`config.mk`:
```
export PLATFORM = sky130hd
export DESIGN_NAME = arm_dump_and_gripper_sequencer_core
export DESIGN_NICKNAME = d
export VERILOG_FILES = /design/src/rtl/adgs_pkg.sv /design/src/rtl/adgs_cfg.sv /design/src/rtl/adgs_seq.sv /design/src/rtl/arm_dump_and_gripper_sequencer_core.sv
export SDC_FILE = /design/constraint.sdc
export NUM_CORES = 1
export LEC_CHECK = 0
export ABC_AREA = 1
export BUFFER_PORTS_ARGS = -buffer_cell sky130_fd_sc_hd__buf_4
export CORE_MARGIN = 4
export CORE_UTILIZATION = 25
export CTS_CLUSTER_SIZE = 40
export DETAILED_ROUTE_END_ITERATION = 10
export REMOVE_ABC_BUFFERS = 1
export SETUP_SLACK_MARGIN = 0.15
export SLEW_MARGIN = 25
export SYNTH_ARGS = -nofsm -noshare
export SYNTH_HDL_FRONTEND = slang
export SYNTH_SLANG_ARGS = --single-unit
```
`constraint.sdc`:
```
create_clock -name aclk -period 6.45 [get_ports aclk]
set_input_delay 0.9675 -clock aclk [delete_from_list [all_inputs] [get_ports aclk]]
set_output_delay 0.9675 -clock aclk [all_outputs]
set_load 0.05 [all_outputs]
```
`src/rtl/adgs_pkg.sv`:
```
// Shared types and constants of the arm dump and gripper sequencer.
`default_nettype none

package adgs_pkg;

    // Default parameter values.
    localparam int TIMER_BITS_DEF = 13;
    localparam int FORCE_BITS_DEF = 24;

    // Field widths.
    localparam int ANGLE_W    = 8;
    localparam int GRIP_W     = 7;
    localparam int CFG_IDX_W  = 3;
    localparam int CFG_DATA_W = 23;

    // Input item modes.
    localparam logic [2:0] MODE_TICK   = 3'd0;
    localparam logic [2:0] MODE_TOGGLE = 3'd1;
    localparam logic [2:0] MODE_OPEN   = 3'd2;
    localparam logic [2:0] MODE_DUMP   = 3'd3;
    localparam logic [2:0] MODE_SET    = 3'd4;

    // Configuration register indexes.
    localparam logic [CFG_IDX_W-1:0] REG_GRIP_FORCE_LIMIT     = 3'd0;
    localparam logic [CFG_IDX_W-1:0] REG_DUMP_SHOULDER_TARGET = 3'd1;
    localparam logic [CFG_IDX_W-1:0] REG_DUMP_ELBOW_TARGET    = 3'd2;
    localparam logic [CFG_IDX_W-1:0] REG_DUMP_WRIST_TILT      = 3'd3;
    localparam logic [CFG_IDX_W-1:0] REG_STEP_INTERVAL_MS     = 3'd4;
    localparam logic [CFG_IDX_W-1:0] REG_DUMP_PAUSE_MS        = 3'd5;
    localparam logic [CFG_IDX_W-1:0] REG_CLOSE_TIMEOUT_MS     = 3'd6;

    // Angle limits and home positions.
    localparam logic [ANGLE_W-1:0] TWIST_HOME      = 8'd90;
    localparam logic [ANGLE_W-1:0] SHOULDER_HOME   = 8'd75;
    localparam logic [ANGLE_W-1:0] ELBOW_HOME      = 8'd60;
    localparam logic [ANGLE_W-1:0] SHOULDER_MIN    = 8'd60;
    localparam logic [ANGLE_W-1:0] ANGLE_MAX       = 8'd180;
    localparam logic [ANGLE_W-1:0] ELBOW_OFFSET    = 8'd3;
    localparam logic [ANGLE_W-1:0] WRIST_OFFSET    = 8'd12;
    localparam logic [ANGLE_W-1:0] WRIST_HOME_PHYS = 8'd15;
    localparam logic [GRIP_W-1:0]  GRIP_MIN        = 7'd45;
    localparam logic [GRIP_W-1:0]  GRIP_MAX        = 7'd120;

    // Timing constants in ticks.
    localparam int GRIP_CLOSE_MS = 40;
    localparam int GRIP_OPEN_MS  = 20;
    localparam int FORCE_READ_MS = 50;

    // Reset values of the configuration registers.
    localparam logic [22:0] GRIP_FORCE_LIMIT_RST     = 23'd1000;
    localparam logic [7:0]  DUMP_SHOULDER_TARGET_RST = 8'd120;
    localparam logic [7:0]  DUMP_ELBOW_TARGET_RST    = 8'd15;
    localparam logic [7:0]  DUMP_WRIST_TILT_RST      = 8'd120;
    localparam logic [9:0]  STEP_INTERVAL_MS_RST     = 10'd50;
    localparam logic [12:0] DUMP_PAUSE_MS_RST        = 13'd1000;
    localparam logic [12:0] CLOSE_TIMEOUT_MS_RST     = 13'd5000;

    // One input item.
    typedef struct packed {
        logic [2:0]         mode;
        logic signed [23:0] force_sample;
        logic [1:0]         joint_select;
        logic [7:0]         joint_angle;
    } in_item_t;

    // One result item.
    typedef struct packed {
        logic [7:0] twist_cmd;
        logic [7:0] shoulder_cmd;
        logic [7:0] elbow_cmd;
        logic [7:0] wrist_cmd;
        logic [6:0] gripper_cmd;
        logic [2:0] dump_phase;
        logic [1:0] gripper_phase;
    } out_item_t;

    // Configuration register contents.
    typedef struct packed {
        logic [22:0] grip_force_limit;
        logic [7:0]  dump_shoulder_target;
        logic [7:0]  dump_elbow_target;
        logic [7:0]  dump_wrist_tilt;
        logic [9:0]  step_interval_ms;
        logic [12:0] dump_pause_ms;
        logic [12:0] close_timeout_ms;
    } cfg_t;

endpackage

`default_nettype wire

```
`src/rtl/adgs_cfg.sv`:
```
// Configuration register file of the arm sequencer.
`default_nettype none

module adgs_cfg
    import adgs_pkg::*;
(
    input  wire logic                  aclk,
    input  wire logic                  aresetn,
    input  wire logic                  cfg_valid,
    output logic                       cfg_ready,
    input  wire logic [CFG_IDX_W-1:0]  cfg_index,
    input  wire logic [CFG_DATA_W-1:0] cfg_data,
    output cfg_t                       cfg
);

    cfg_t cfg_reg;
    cfg_t cfg_next;

    // The register file takes a write in every cycle.
    assign cfg_ready = 1'b1;
    assign cfg       = cfg_reg;

    // Decode the register index of a write transfer; unknown indexes are dropped.
    always_comb begin
        cfg_next = cfg_reg;
        if (cfg_valid) begin
            case (cfg_index)
                REG_GRIP_FORCE_LIMIT:     cfg_next.grip_force_limit     = cfg_data[22:0];
                REG_DUMP_SHOULDER_TARGET: cfg_next.dump_shoulder_target = cfg_data[7:0];
                REG_DUMP_ELBOW_TARGET:    cfg_next.dump_elbow_target    = cfg_data[7:0];
                REG_DUMP_WRIST_TILT:      cfg_next.dump_wrist_tilt      = cfg_data[7:0];
                REG_STEP_INTERVAL_MS:     cfg_next.step_interval_ms     = cfg_data[9:0];
                REG_DUMP_PAUSE_MS:        cfg_next.dump_pause_ms        = cfg_data[12:0];
                REG_CLOSE_TIMEOUT_MS:     cfg_next.close_timeout_ms     = cfg_data[12:0];
                default: ;
            endcase
        end
    end

    // Register storage with reset values.
    always_ff @(posedge aclk) begin
        if (!aresetn) begin
            cfg_reg.grip_force_limit     <= GRIP_FORCE_LIMIT_RST;
            cfg_reg.dump_shoulder_target <= DUMP_SHOULDER_TARGET_RST;
            cfg_reg.dump_elbow_target    <= DUMP_ELBOW_TARGET_RST;
            cfg_reg.dump_wrist_tilt      <= DUMP_WRIST_TILT_RST;
            cfg_reg.step_interval_ms     <= STEP_INTERVAL_MS_RST;
            cfg_reg.dump_pause_ms        <= DUMP_PAUSE_MS_RST;
            cfg_reg.close_timeout_ms     <= CLOSE_TIMEOUT_MS_RST;
        end else begin
            cfg_reg <= cfg_next;
        end
    end

endmodule

`default_nettype wire

```
`src/rtl/adgs_seq.sv`:
```
// Joint, dump and gripper state with the next-state logic for one item.
`default_nettype none

module adgs_seq
    import adgs_pkg::*;
#(
    parameter int TIMER_BITS = TIMER_BITS_DEF,
    parameter int FORCE_BITS = FORCE_BITS_DEF
) (
    input  wire logic     aclk,
    input  wire logic     aresetn,
    input  wire logic     advance,
    input  wire in_item_t item,
    input  wire cfg_t     cfg,
    output out_item_t     result
);

    localparam int CMP_BITS = (TIMER_BITS > 13) ? TIMER_BITS : 13;
    localparam logic [TIMER_BITS-1:0] TMAX = '1;

    localparam logic [1:0] JOINT_TWIST    = 2'd0;
    localparam logic [1:0] JOINT_SHOULDER = 2'd1;
    localparam logic [1:0] JOINT_ELBOW    = 2'd2;

    typedef enum logic [2:0] {
        TIP_IDLE, TIP_TWIST_OUT, TIP_ARM_OUT, TIP_WAIT_PRE,
        TIP_TILT, TIP_WAIT_POST, TIP_ARM_BACK, TIP_TWIST_BACK
    } dump_phase_t;

    typedef enum logic [1:0] {
        GRIP_IDLE, GRIP_CLOSING, GRIP_HOLDING, GRIP_OPENING
    } grip_phase_t;

    dump_phase_t dump_reg, dump_next;
    grip_phase_t grip_reg, grip_next;
    logic [ANGLE_W-1:0] twist_reg, twist_next;
    logic [ANGLE_W-1:0] shoulder_reg, shoulder_next;
    logic [ANGLE_W-1:0] elbow_reg, elbow_next;
    logic [ANGLE_W-1:0] wrist_reg, wrist_next;
    logic [GRIP_W-1:0]  gripper_reg, gripper_next;
    logic [ANGLE_W-1:0] saved_twist_reg, saved_twist_next;
    logic [ANGLE_W-1:0] saved_shoulder_reg, saved_shoulder_next;
    logic [ANGLE_W-1:0] saved_elbow_reg, saved_elbow_next;
    logic [TIMER_BITS-1:0] dump_step_reg, dump_step_next;
    logic [TIMER_BITS-1:0] dump_pause_reg, dump_pause_next;
    logic [TIMER_BITS-1:0] grip_step_reg, grip_step_next;
    logic [TIMER_BITS-1:0] close_reg, close_next;
    logic [TIMER_BITS-1:0] force_tmr_reg, force_tmr_next;
    logic signed [FORCE_BITS-1:0] force_reg, force_next;

    logic [ANGLE_W-1:0] level;
    logic               stepping;
    logic [ANGLE_W-1:0] tgt_shoulder;
    logic [ANGLE_W-1:0] tgt_elbow;

    // Saturating timer increment.
    function automatic logic [TIMER_BITS-1:0] tinc(input logic [TIMER_BITS-1:0] t);
        return (t == TMAX) ? t : t + 1'b1;
    endfunction

    // Timer compare against a limit that may be wider than the timer.
    function automatic logic t_gt(input logic [TIMER_BITS-1:0] t,
                                  input logic [CMP_BITS-1:0]   lim);
        return CMP_BITS'(t) > lim;
    endfunction

    // One degree toward the target.
    function automatic logic [ANGLE_W-1:0] step_toward(input logic [ANGLE_W-1:0] cur,
                                                       input logic [ANGLE_W-1:0] tgt);
        if (cur < tgt) begin
            return cur + 1'b1;
        end else if (cur > tgt) begin
            return cur - 1'b1;
        end
        return cur;
    endfunction

    // Wrist physical angle from a logical angle.
    function automatic logic [ANGLE_W-1:0] wrist_phys(input logic [ANGLE_W-1:0] logical);
        logic [ANGLE_W:0] sum;
        sum = {1'b0, logical} + {1'b0, WRIST_OFFSET};
        return (sum > {1'b0, ANGLE_MAX}) ? ANGLE_MAX : sum[ANGLE_W-1:0];
    endfunction

    // Leveling angle: shoulder + elbow + 3 - 135, clamped to 0..180.
    function automatic logic [ANGLE_W-1:0] level_of(input logic [ANGLE_W-1:0] sh,
                                                    input logic [ANGLE_W-1:0] el);
        logic [ANGLE_W+1:0] sum;
        logic [ANGLE_W+1:0] base;
        logic [ANGLE_W+1:0] diff;
        sum  = {2'b0, sh} + {2'b0, el} + {2'b0, ELBOW_OFFSET};
        base = {2'b0, SHOULDER_HOME} + {2'b0, ELBOW_HOME};
        diff = sum - base;
        if (sum < base) begin
            return '0;
        end else if (diff > {2'b0, ANGLE_MAX}) begin
            return ANGLE_MAX;
        end
        return diff[ANGLE_W-1:0];
    endfunction

    // Angle clamp to min..180.
    function automatic logic [ANGLE_W-1:0] clamp_angle(input logic [ANGLE_W-1:0] a,
                                                       input logic [ANGLE_W-1:0] lo);
        if (a < lo) begin
            return lo;
        end else if (a > ANGLE_MAX) begin
            return ANGLE_MAX;
        end
        return a;
    endfunction

    assign level = level_of(shoulder_reg, elbow_reg);

    // Next state for the item in the input register.
    always_comb begin
        dump_next           = dump_reg;
        grip_next           = grip_reg;
        twist_next          = twist_reg;
        shoulder_next       = shoulder_reg;
        elbow_next          = elbow_reg;
        wrist_next          = wrist_reg;
        gripper_next        = gripper_reg;
        saved_twist_next    = saved_twist_reg;
        saved_shoulder_next = saved_shoulder_reg;
        saved_elbow_next    = saved_elbow_reg;
        dump_step_next      = dump_step_reg;
        dump_pause_next     = dump_pause_reg;
        grip_step_next      = grip_step_reg;
        close_next          = close_reg;
        force_tmr_next      = force_tmr_reg;
        force_next          = force_reg;
        stepping            = 1'b0;
        tgt_shoulder        = (dump_reg == TIP_ARM_OUT) ? cfg.dump_shoulder_target
                                                        : saved_shoulder_reg;
        tgt_elbow           = (dump_reg == TIP_ARM_OUT) ? cfg.dump_elbow_target
                                                        : saved_elbow_reg;

        case (item.mode)
            MODE_TICK: begin
                dump_step_next  = tinc(dump_step_reg);
                dump_pause_next = tinc(dump_pause_reg);
                grip_step_next  = tinc(grip_step_reg);
                force_tmr_next  = tinc(force_tmr_reg);

                // Keep the wrist level while no dump runs.
                if (dump_reg == TIP_IDLE) begin
                    wrist_next = wrist_phys(level);
                end

                // Dump sequence.
                stepping = t_gt(dump_step_next, CMP_BITS'(cfg.step_interval_ms));
                case (dump_reg)
                    TIP_TWIST_OUT: begin
                        if (stepping) begin
                            if (twist_reg != TWIST_HOME) begin
                                twist_next = step_toward(twist_reg, TWIST_HOME);
                            end else begin
                                dump_next = TIP_ARM_OUT;
                            end
                            dump_step_next = '0;
                        end
                    end
                    TIP_ARM_OUT, TIP_ARM_BACK: begin
                        if (stepping) begin
                            if (shoulder_reg == tgt_shoulder && elbow_reg == tgt_elbow) begin
                                if (dump_reg == TIP_ARM_OUT) begin
                                    dump_next       = TIP_WAIT_PRE;
                                    dump_pause_next = '0;
                                end else begin
                                    dump_next = TIP_TWIST_BACK;
                                end
                            end
                            shoulder_next  = step_toward(shoulder_reg, tgt_shoulder);
                            elbow_next     = step_toward(elbow_reg, tgt_elbow);
                            dump_step_next = '0;
                        end
                    end
                    TIP_WAIT_PRE: begin
                        if (t_gt(dump_pause_next, CMP_BITS'(cfg.dump_pause_ms))) begin
                            dump_next = TIP_TILT;
                        end
                    end
                    TIP_TILT: begin
                        wrist_next      = wrist_phys(cfg.dump_wrist_tilt);
                        dump_pause_next = '0;
                        dump_next       = TIP_WAIT_POST;
                    end
                    TIP_WAIT_POST: begin
                        if (t_gt(dump_pause_next, CMP_BITS'(cfg.dump_pause_ms))) begin
                            wrist_next = wrist_phys(level);
                            dump_next  = TIP_ARM_BACK;
                        end
                    end
                    TIP_TWIST_BACK: begin
                        if (stepping) begin
                            if (twist_reg != saved_twist_reg) begin
                                twist_next = step_toward(twist_reg, saved_twist_reg);
                            end else begin
                                dump_next = TIP_IDLE;
                            end
                            dump_step_next = '0;
                        end
                    end
                    default: ;
                endcase

                // Load cell sampling, ahead of the gripper.
                if (force_tmr_next > TIMER_BITS'(FORCE_READ_MS)) begin
                    force_next     = FORCE_BITS'(item.force_sample);
                    force_tmr_next = '0;
                end

                // Gripper close and open.
                case (grip_reg)
                    GRIP_CLOSING: begin
                        if (force_next > $signed({1'b0, cfg.grip_force_limit})) begin
                            grip_next = GRIP_HOLDING;
                        end else if (t_gt(close_reg, CMP_BITS'(cfg.close_timeout_ms))) begin
                            grip_next = GRIP_OPENING;
                        end else begin
                            if (grip_step_next > TIMER_BITS'(GRIP_CLOSE_MS)) begin
                                gripper_next   = (gripper_reg >= GRIP_MAX) ? GRIP_MAX
                                                                           : gripper_reg + 1'b1;
                                grip_step_next = '0;
                            end
                            close_next = tinc(close_reg);
                        end
                    end
                    GRIP_OPENING: begin
                        if (grip_step_next > TIMER_BITS'(GRIP_OPEN_MS)) begin
                            gripper_next   = (gripper_reg <= GRIP_MIN + 7'd2) ? GRIP_MIN
                                                                              : gripper_reg - 7'd2;
                            grip_step_next = '0;
                        end
                        if (gripper_next <= GRIP_MIN) begin
                            grip_next = GRIP_IDLE;
                        end
                    end
                    default: ;
                endcase
            end
            MODE_TOGGLE: begin
                if (grip_reg == GRIP_IDLE) begin
                    grip_next  = GRIP_CLOSING;
                    close_next = '0;
                end else begin
                    grip_next = GRIP_OPENING;
                end
            end
            MODE_OPEN: begin
                grip_next = GRIP_OPENING;
            end
            MODE_DUMP: begin
                if (grip_reg == GRIP_HOLDING && dump_reg == TIP_IDLE) begin
                    saved_twist_next    = twist_reg;
                    saved_shoulder_next = shoulder_reg;
                    saved_elbow_next    = elbow_reg;
                    dump_next           = TIP_TWIST_OUT;
                end
            end
            MODE_SET: begin
                case (item.joint_select)
                    JOINT_TWIST:    twist_next    = clamp_angle(item.joint_angle, '0);
                    JOINT_SHOULDER: shoulder_next = clamp_angle(item.joint_angle, SHOULDER_MIN);
                    JOINT_ELBOW:    elbow_next    = clamp_angle(item.joint_angle, '0);
                    default: ;
                endcase
            end
            default: ;
        endcase
    end

    // Result fields from the updated state.
    always_comb begin
        logic [ANGLE_W:0] elbow_sum;
        elbow_sum            = {1'b0, elbow_next} + {1'b0, ELBOW_OFFSET};
        result.twist_cmd     = clamp_angle(twist_next, '0);
        result.shoulder_cmd  = clamp_angle(shoulder_next, SHOULDER_MIN);
        result.elbow_cmd     = (elbow_sum > {1'b0, ANGLE_MAX}) ? ANGLE_MAX
                                                               : elbow_sum[ANGLE_W-1:0];
        result.wrist_cmd     = wrist_next;
        result.gripper_cmd   = gripper_next;
        result.dump_phase    = dump_next;
        result.gripper_phase = grip_next;
    end

    // State and timers, updated when the item moves to the result register.
    always_ff @(posedge aclk) begin
        if (!aresetn) begin
            dump_reg       <= TIP_IDLE;
            grip_reg       <= GRIP_IDLE;
            twist_reg      <= TWIST_HOME;
            shoulder_reg   <= SHOULDER_HOME;
            elbow_reg      <= ELBOW_HOME;
            wrist_reg      <= WRIST_HOME_PHYS;
            gripper_reg    <= GRIP_MIN;
            dump_step_reg  <= '0;
            dump_pause_reg <= '0;
            grip_step_reg  <= '0;
            close_reg      <= '0;
            force_tmr_reg  <= '0;
            force_reg      <= '0;
        end else if (advance) begin
            dump_reg       <= dump_next;
            grip_reg       <= grip_next;
            twist_reg      <= twist_next;
            shoulder_reg   <= shoulder_next;
            elbow_reg      <= elbow_next;
            wrist_reg      <= wrist_next;
            gripper_reg    <= gripper_next;
            dump_step_reg  <= dump_step_next;
            dump_pause_reg <= dump_pause_next;
            grip_step_reg  <= grip_step_next;
            close_reg      <= close_next;
            force_tmr_reg  <= force_tmr_next;
            force_reg      <= force_next;
        end
    end

    // Angles saved at dump start; written before they are read, so no reset.
    always_ff @(posedge aclk) begin
        if (advance) begin
            saved_twist_reg    <= saved_twist_next;
            saved_shoulder_reg <= saved_shoulder_next;
            saved_elbow_reg    <= saved_elbow_next;
        end
    end

endmodule

`default_nettype wire

```
`src/rtl/arm_dump_and_gripper_sequencer_core.sv`:
```
// Top level of the arm dump and gripper sequencer.
`default_nettype none

// Servo sequencer for a four-joint arm with a gripper. Every input transfer is a
// one-millisecond tick or a command and yields exactly one result transfer with
// the clamped servo angles and the dump and gripper phases. The block takes one
// item per clock cycle while the result side does not stall; an item passes
// through the input register, then through the next-state logic into the
// result register, and a stalled result only stops input once the input
// register is also full. The configuration port takes a write in every cycle;
// registers are meant to be written only while no item is in flight.
module arm_dump_and_gripper_sequencer_core
    import adgs_pkg::*;
#(
    parameter int TIMER_BITS = TIMER_BITS_DEF,
    parameter int FORCE_BITS = FORCE_BITS_DEF
) (
    input  wire logic                  aclk,
    input  wire logic                  aresetn,
    input  wire logic                  s_valid,
    output logic                       s_ready,
    input  wire in_item_t              s_data,
    output logic                       m_valid,
    input  wire logic                  m_ready,
    output out_item_t                  m_data,
    input  wire logic                  cfg_valid,
    output logic                       cfg_ready,
    input  wire logic [CFG_IDX_W-1:0]  cfg_index,
    input  wire logic [CFG_DATA_W-1:0] cfg_data
);

    logic      in_valid_reg;
    in_item_t  in_data_reg;
    logic      out_valid_reg;
    out_item_t out_data_reg;
    logic      advance;
    cfg_t      cfg;
    out_item_t result;

    // The held item moves on when the result register is free or being drained.
    assign advance = in_valid_reg && (!out_valid_reg || m_ready);
    assign s_ready = !in_valid_reg || advance;
    assign m_valid = out_valid_reg;
    assign m_data  = out_data_reg;

    adgs_cfg u_cfg (
        .aclk      (aclk),
        .aresetn   (aresetn),
        .cfg_valid (cfg_valid),
        .cfg_ready (cfg_ready),
        .cfg_index (cfg_index),
        .cfg_data  (cfg_data),
        .cfg       (cfg)
    );

    adgs_seq #(
        .TIMER_BITS (TIMER_BITS),
        .FORCE_BITS (FORCE_BITS)
    ) u_seq (
        .aclk    (aclk),
        .aresetn (aresetn),
        .advance (advance),
        .item    (in_data_reg),
        .cfg     (cfg),
        .result  (result)
    );

    // Input register valid and result register valid.
    always_ff @(posedge aclk) begin
        if (!aresetn) begin
            in_valid_reg  <= 1'b0;
            out_valid_reg <= 1'b0;
        end else begin
            if (s_ready) begin
                in_valid_reg <= s_valid;
            end
            if (advance) begin
                out_valid_reg <= 1'b1;
            end else if (m_ready) begin
                out_valid_reg <= 1'b0;
            end
        end
    end

    // Payload registers.
    always_ff @(posedge aclk) begin
        if (s_valid && s_ready) begin
            in_data_reg <= s_data;
        end
        if (advance) begin
            out_data_reg <= result;
        end
    end

endmodule

`default_nettype wire

```
==> results.md <==
Clock network:
- The hold-fix buffer count after cts is 0.
- The clock latency on the worst-skew pair is 560 ps.
- The TritonCTS buffer count is 37.
- After clock tree synthesis, the clock-pin slew on the worst setup and hold paths is 60 ps.
- The tree built by TritonCTS fans out to 323 sinks.
- Clock tree synthesis selected as its root buffer the cell clkbuf_16.
- In this run the number of H-tree levels came out at 2.
- TritonCTS built the clock tree.
- The clock passes through at most 3 buffers.

Worst setup path:
- Of all nets on the critical path, the largest fanout is 23.
- The endpoint class of the critical path is a flop.
- The worst register-to-register path has a depth of 31.
- The biggest cell delay along the critical path is 380 ps.
- By startpoint and endpoint, the worst setup path is classified as reg2reg.
- At the worst endpoint, the required time is 6810 ps.
- The cell at the slowest stage of the critical path is nand2_2.
- The cell with the most instances on the worst path is nand3_1.
- The worst register-to-register path has a setup slack of 1060 ps.
- The kind of start point of the critical path is a flop.
- Data on the critical path arrives at its endpoint at 5750 ps.

Place:
- Routability-driven placement finished with a final weighted congestion of 0.891.
- The HPWL reported at the end of detailed placement is 41900 µm.
- The post-placement worst setup slack is 824 ps.
- The count of input and output buffers is 113.

Power:
- For this design the static power due to leakage is 10.1 nW.
- Power spread over the standard cell area amounts to 237 nW/µm².
- The power after layout is 5.52 mW.
- The peak supply drop is 0.000152 V.

Synthesis:
- The synthesized netlist devotes 16.5% of its cell area to compound gates.
- The xor/xnor share of the synthesized area is 3.04%.
- Sorting the synthesized cells by area gives the leading types as dfxtp_1 22%, edfxtp_1 16%, nand2_1 11%.
- The gate count after technology mapping is 2766.
- In the synthesized netlist, mux cells make up 0.801% of the area.
- In the synthesized netlist the dominant register cell turns out to be dfxtp_1.
- The number of synthesized register bits is 323.
- The number of distinct library cells after synthesis is 68.
- The Yosys step of the flow raised 0 warnings.
- The fraction of registers with async set/reset is 0%.
- A synthesized cell averages 7.29 µm².
- The post-synth design cell area is 20200 µm².
- The number of enable-type register cells in the synthesized netlist is 105.
- After synthesis, flip-flops and latches occupy 37.3% of the total area.
- Of the total synthesized cell area, the portion taken by full adders, half adders and majority gates is 8.12%.
- The share of synthesized area in the top cell type comes to 21.7%.
- After Yosys synthesis, and, or, nand and nor cells account for 24.7% of the synthesized area.
- After synthesis, the largest family of logic cells by area is simple AND/OR/NAND/NOR gates.
- The biggest area contributor in the post-synthesis netlist is dfxtp_1.

Detailed routing:
- The count of nets left with antenna violations after detail routing is 0.
- Dividing the detail-routed via count by the number of cells gives 4.66.
- For this block, the via count after detailed routing is 18300.
- For this run, design rule violations remaining after detail routing come to 0.
- The final layout contains routed wiring with a total length of 58100 µm.
- Dividing the detail-routed wire length by the instance count gives 14.8 µm.
- The length of the first detailed-routing pass in iterations is 6.
- The count of routing violations after the opening detailed-route iteration is 1157.

Die:
- In this run the core area contains 103 standard-cell rows.
- The core region area is 79400 µm².
- The die width is 292 µm.
- The floorplan step defined a die boundary enclosing 85200 µm².
- The top-level I/O count is 115.
- For this configuration, the core starts out at a cell density of 25.4%.
- From bottom edge to top edge, the die measures 292 µm.

Final layout:
- The flip-flop count of the largest register, all copies and words added is 83.
- Cells fill 29.3% of the core in the end.
- Compared with the post-synthesis result, the final layout area differs by 15.5%.
- In the final layout, the share of cells above drive strength 1 is 10.2%.
- The final net count is 3047.

Min path:
- The number of cells traversed by the worst hold path is 2.
- The path type of the worst min-delay path is reg2reg.

STA:
- Clock skew on the completed layout was measured at 18.5 ps.
- The remaining max-slew budget at the tightest pin is 36.2%.
- The max-slew violation count came to 0.
- The achievable frequency is 185 MHz.
- Setup repair after global routing left no endpoint under its margin.
- The number of endpoints failing setup at the final stage is 0.
- The slew of the pin with the lowest slew margin is 956 ps.
- The worst path uses 83.6% of the clock period.
- The sum of negative setup slack is 0 ps.
- The worst-case setup margin in the final layout is 1060 ps.
- The hold violation count in the final report was 0.
- The post-route worst hold slack is 459 ps.
- The post-layout minimum cycle time is 5390 ps.

Global routing:
- The via count of the first global-routing pass is 16800.
- Global routing used 12.9% of the available tracks across all layers.
- The overflow left after global routing is 0.
- Entering global routing, the biggest net connects 90 pins.
- The global-route wire length before repair is 90000 µm.
- The number of antenna violations at the first check in global routing is 6.

Run status:
- The flow ran to the end, and the final reports show no timing, DRC or antenna violations.

Flow run:
- The number of max-cap violations is 0.
==> critical path, delay by kind of cell (launching register included) <==
family / cells / cell delay [ps]
fa+ha+maj: 2 / 480
compound gates: 4 / 920
buf+inv: 4 / 370
simple gates: 20 / 2870
xor+xnor: 1 / 230
flops: 1 / 330
==> per-layer routing <==
metal	track usage, %	wire length, µm	vias up
met3	2.49	3130	82
li1	-	-	9359
met5	0	48	-
met4	3.60	1290	8
met2	21.4	26200	428
met1	17.3	27400	8431
==> power by group <==
group          switching (mW)  internal (mW)  total [mW]
Sequential             0.0755           2.19        2.26
Clock                   0.888           1.15        2.04
Combinational           0.818          0.394        1.21
==> stage by stage <==
stage | instances | cell area (µm²)
after floorplan | 2676 | 19800
after global placement | 3861 | 22100
after detailed placement | 3861 | 22100
after CTS | 3929 | 23300
after global routing | 3929 | 23300
final | 3930 | 23300
==> Yosys cell counts (all sizes together) (4+ instances only) <==
library cell  number
or2                5
a21oi            258
dfxtp            218
nand3            178
a211oi            11
nor2             205
o31ai              4
nor3              57
o211ai            53
mux2i             15
buf               18
nand3b            11
o21ai            244
clkbuf            72
xnor2             18
xor2              52
ha               126
nor4              10
o21a               4
nand4             37
edfxtp           105
inv              405
nand2            617
==> area by class of cell <==
class                      count  area [µm²]
fill                        8614       56100
multi-input combinational   1945       10700
sequential                   323        7520
inverter                     408        1540
tap                         1050        1310
clock buffer                  51        1050
timing repair buffer         135        1010
clock inverter                17         123
antenna                        1        2.50
==> final timing paths <==
path,startpoint,endpoint
worst max-delay path,u_seq.dump_step_reg[0]$_SDFFE_PN0P_,m_data[37]$_SDFFCE_PN0P_
worst min-delay path,u_seq.force_tmr_reg[10]$_SDFFE_PN0P_,u_seq.force_tmr_reg[10]$_SDFFE_PN0P_
worst max register to register,u_seq.dump_step_reg[0]$_SDFFE_PN0P_,m_data[37]$_SDFFCE_PN0P_
worst min register to register,u_seq.force_tmr_reg[10]$_SDFFE_PN0P_,u_seq.force_tmr_reg[10]$_SDFFE_PN0P_
==> cell families (layout without fill, tap and decap cells) <==
group | Yosys count | after routing
multiplexers | 16 | 16
XOR/XNOR | 70 | 70
flip-flops | 323 | 323
AO/OA/AOI/OAI | 601 | 601
AND/OR/NAND/NOR | 1128 | 1128
buffers and inverters | 498 | 611
adder cells (fa/ha/maj) | 129 | 129
other | 1 | 2
==> timing repair <==
| item | in CTS | in global routing |
|---|---|---|
| gates resized for setup | 0 | 1 |
| buffers inserted | 0 | 0 |
| endpoints found under the setup margin | 0 | 7 |
==> cells in the final DEF (no fill, tap or decap), types with 51 or more instances in the layout <==
master,instances
edfxtp_1,105
a21oi_1,255
nor3_1,51
o21ai_0,226
nand3_1,164
dfxtp_1,218
nand2_1,584
ha_1,126
o211ai_1,53
inv_1,390
xor2_1,52
buf_4,135
nor2_1,189
No activity file was read; power rests on OpenSTA's default activity.
